**src/rtl/tlru_pkg.sv**
```systemverilog
package tlru_pkg;

  localparam int SETS  = 1024;
  localparam int WAYS  = 16;
  localparam int SET_W = $clog2(SETS);
  localparam int WAY_W = 4;
  localparam int POS_W = 4;
  localparam int ROW_W = WAYS * POS_W;

  typedef logic [ROW_W-1:0] row_t;

  typedef enum logic {
    OP_QUERY = 1'b0,
    OP_TOUCH = 1'b1
  } op_t;

  typedef enum logic [1:0] {
    ST_CLEAR,
    ST_IDLE,
    ST_EXEC
  } state_t;

  typedef struct packed {
    logic [WAY_W-1:0] victim;
    row_t             new_row;
    logic             touch_ok;
  } upd_t;

  function automatic row_t ident_row();
    row_t r;
    r = '0;
    for (int w = 0; w < WAYS; w++) begin
      r[w*POS_W +: POS_W] = POS_W'(w);
    end
    return r;
  endfunction

endpackage

```
**src/rtl/tlru_row_update.sv**
```systemverilog
module tlru_row_update import tlru_pkg::*; (
  input  row_t             row,
  input  logic [WAY_W-1:0] way,
  output upd_t             upd
);

  logic [POS_W-1:0] cur;
  logic             found;

  assign cur = row[way*POS_W +: POS_W];

  always_comb begin
    upd.victim   = '0;
    upd.new_row  = row;
    upd.touch_ok = ({1'b0, way} < (WAY_W+1)'(WAYS));
    found        = 1'b0;
    for (int w = 0; w < WAYS; w++) begin
      if (!found && row[w*POS_W +: POS_W] == POS_W'(WAYS - 1)) begin
        upd.victim = WAY_W'(w);
        found      = 1'b1;
      end
      if (row[w*POS_W +: POS_W] < cur) begin
        upd.new_row[w*POS_W +: POS_W] = row[w*POS_W +: POS_W] + POS_W'(1);
      end
      if (WAY_W'(w) == way) begin
        upd.new_row[w*POS_W +: POS_W] = '0;
      end
    end
  end

endmodule

```
**config.mk**
```make
export PLATFORM = sky130hd
export DESIGN_NAME = tlru_row_update
export DESIGN_NICKNAME = d
export VERILOG_FILES = /design/src/rtl/tlru_pkg.sv /design/src/rtl/tlru_row_update.sv
export SDC_FILE = /design/constraint.sdc
export NUM_CORES = 1
export LEC_CHECK = 0
export ABC_AREA = 1
export BUFFER_PORTS_ARGS = -buffer_cell sky130_fd_sc_hd__buf_2
export CAP_MARGIN = 20
export CORE_MARGIN = 5
export CORE_UTILIZATION = 54
export DETAILED_ROUTE_END_ITERATION = 10
export PLACE_DENSITY = 0.94
export SLEW_MARGIN = 10
export SYNTH_ARGS = -nofsm -noshare
export SYNTH_HDL_FRONTEND = slang
export SYNTH_SLANG_ARGS = --single-unit
```
**constraint.sdc**
```tcl
create_clock -name vclk -period 5.4
set_input_delay 0.81 -clock vclk [all_inputs]
set_output_delay 0.81 -clock vclk [all_outputs]
set_load 0.005 [all_outputs]
```
==> results.yml <==
setup_path:
  crit_required_ps: 4590
  slowest_delay_ps: 520
  crit_path_end_kind: "primary output"
  cp.arrival_ps: 4010
  slowest_stage: "nor2_1"
  crit_path_start_kind: "input pin"
  crit_path_cell_trace: "buf_2 -> inv_2 -> nor2_1 -> inv_1 -> o22ai_1 -> o21ai_0 -> nand2_1 -> a221oi_2 -> buf_4 -> ha_1 -> a21oi_1 -> nand2_4 -> nand2_1 -> nand2_1 -> nor2_1 -> buf_2"
  crit_type: "input pin to primary output"
  cpMostUsedCell: "nand2_1"
  critPathMaxFanout: 15
timing:
  worstMarginPinSlew_ps: 679.5
  min_period_over_period: 0.8926
  setup_violations: 0
  layout_min_cycle_time_ps: 4820
  rsz0062_at_grt: "false"
  max_freq_mhz: 207.5
  slew_viol_final: 0
  setup_tns_ps: 0
  hold_ws_ps: 1987
  hold_viol: 0
  relSlewSlack: 0.5411
synthesis:
  syn-mean-instance-area_um2: 5.500
  synth.distinct_cells: 34
  netlist_area_um2: 3921
  yosys_warnings: 0
  synthesis.nets: 845
  syn_inst: 713
  ys_seq_area_frac: 0
die:
  die_height_um: 95.22
  rows: 31
  die_w_um: 95.22
  design.core.area_um2: 7176
  dieArea_um2: 9066
  initial_core_util: 0.5465
  pin_count: 137
global_route:
  overflow: 0
  grt_pass1_vias: 4814
  antenna_found_initial: 0
  grt_pass1_wl_um: 21100
  grt_use_total: 0.2766
  grt_max_degree: 17
detailed_routing:
  wl_per_cell_um: 13.29
  drt_first_pass_iters: 7
  route.detailed.drc: 0
  dr.first_iter.drc_count: 383
  via_count: 5232
  routed_wl_um: 12590
  antenna_left: 0
  vias_per_cell: 5.525
placed_design:
  placed_cells: 947
  gp_congestion: 1.030
  post-dp-hpwl_um: 10510
  port_buffers: 136
pwr:
  p_per_area_nw_per_um2: 149.0
  vdd_drop_max_uv: 76.27
  p_leak_uw: 0.002932
finish:
  nClkBuffers: 0
  antennaDiodeCount: 0
  stdcell_count: 947
  seq_cells: 0
  fin_nets: 982
  drive_above_1_share: 0.2123
  area_growth_syn_to_layout_pct: 20.33
  fillers: 706
  multiInputGateArea_um2: 3508
  seqCellArea_um2: 0
  final_util: 0.6575
clock_tree:
  cts_resized: 0
  post_cts_buffers: 0
  hold_buffers: 0
min_path:
  hold_depth: 4
  worstHoldPathType: "input pin to primary output"
run_status:
  status: "finished, final reports clean"
job:
  maxCapViolations: 0
cells in the mapped netlist (2+ instances only):
library cell / count / area [µm²]
nand2_1: 203 / 762.0
inv_1: 98 / 367.9
nand3_1: 91 / 455.4
nor2_1: 77 / 289.0
ha_1: 64 / 800.8
a21oi_1: 48 / 240.2
xor2_1: 32 / 280.3
nand2_2: 18 / 112.6
o21ai_0: 16 / 80.08
a22oi_1: 13 / 97.59
nand2_4: 11 / 123.9
o21ai_2: 6 / 52.55
o21ai_1: 5 / 25.02
o22ai_1: 5 / 31.28
nand4_1: 4 / 25.02
o221ai_1: 3 / 26.28
buf_6: 2 / 22.52
layer usage:
layer / part of all wire / track usage
met1: 0.42 / 0.3724
met3: 0.11 / 0.03631
met5: 0 / 0
met2: 0.44 / 0.4531
met4: 0.027 / 0.09014
placed cells by master, fill, tap and decap left out, types with 5 or more instances in the layout:
master   count
xor2_1      32
nand2_4     11
a22oi_1     13
ha_1        64
nand2_1    203
nand2_2     18
o21ai_1      5
inv_1       98
buf_2      136
a21oi_1     48
nand3_1     91
o22ai_1      5
o21ai_0     16
o21ai_2      6
nor2_1      77
critical path: cells and delay by family:
family                     cells  cell delay (ps)
adders and majority gates      1              300
AOI/OAI and AO/OA              4              840
and+or+nand+nor                6              980
buffers and inverters          5             1070
area by class of cell:
type	instances	area share
inverters	100	0.07955
well taps	99	0.02625
repair buffers	140	0.1506
multi-input cells	608	0.7436
report_power, final:
group	internal (µW)	switching, µW	leakage [µW]	total (µW)
Clock	0	0	0	0
Sequential	0	0	0	0
Combinational	284	419	0.00293	703
logic make-up (layout without fill, tap and decap cells):
family	after synthesis	count (layout)	synth area share
compound gates	101	101	0.1512
xor+xnor	32	32	0.07147
fa+ha+maj	64	64	0.2042
buf+inv	105	240	0.1098
other cells	1	1	0.0009563
simple gates	410	410	0.4624
path summary, 6_finish.rpt:
kind | startpoint | endpoint | slack, ps
setup / recovery | way[0] | upd[9] | 580
hold / removal | row[36] | upd[37] | 1990
stage by stage:
step | setup WS (ps) | total power (µW) | cell area (µm²)
6_report | 580.0 | 703.1 | 4718
3_3_place_gp | 681.8 | 682.3 | 4718
4_1_cts | 679.4 | 701.3 | 4718
3_5_place_dp | 693.5 | 698.2 | 4718
5_1_grt | 296.8 | 803.0 | 4718
2_1_floorplan | 538.2 | 451.6 | 3921
Note: power is estimated with default switching activity, not from simulation.
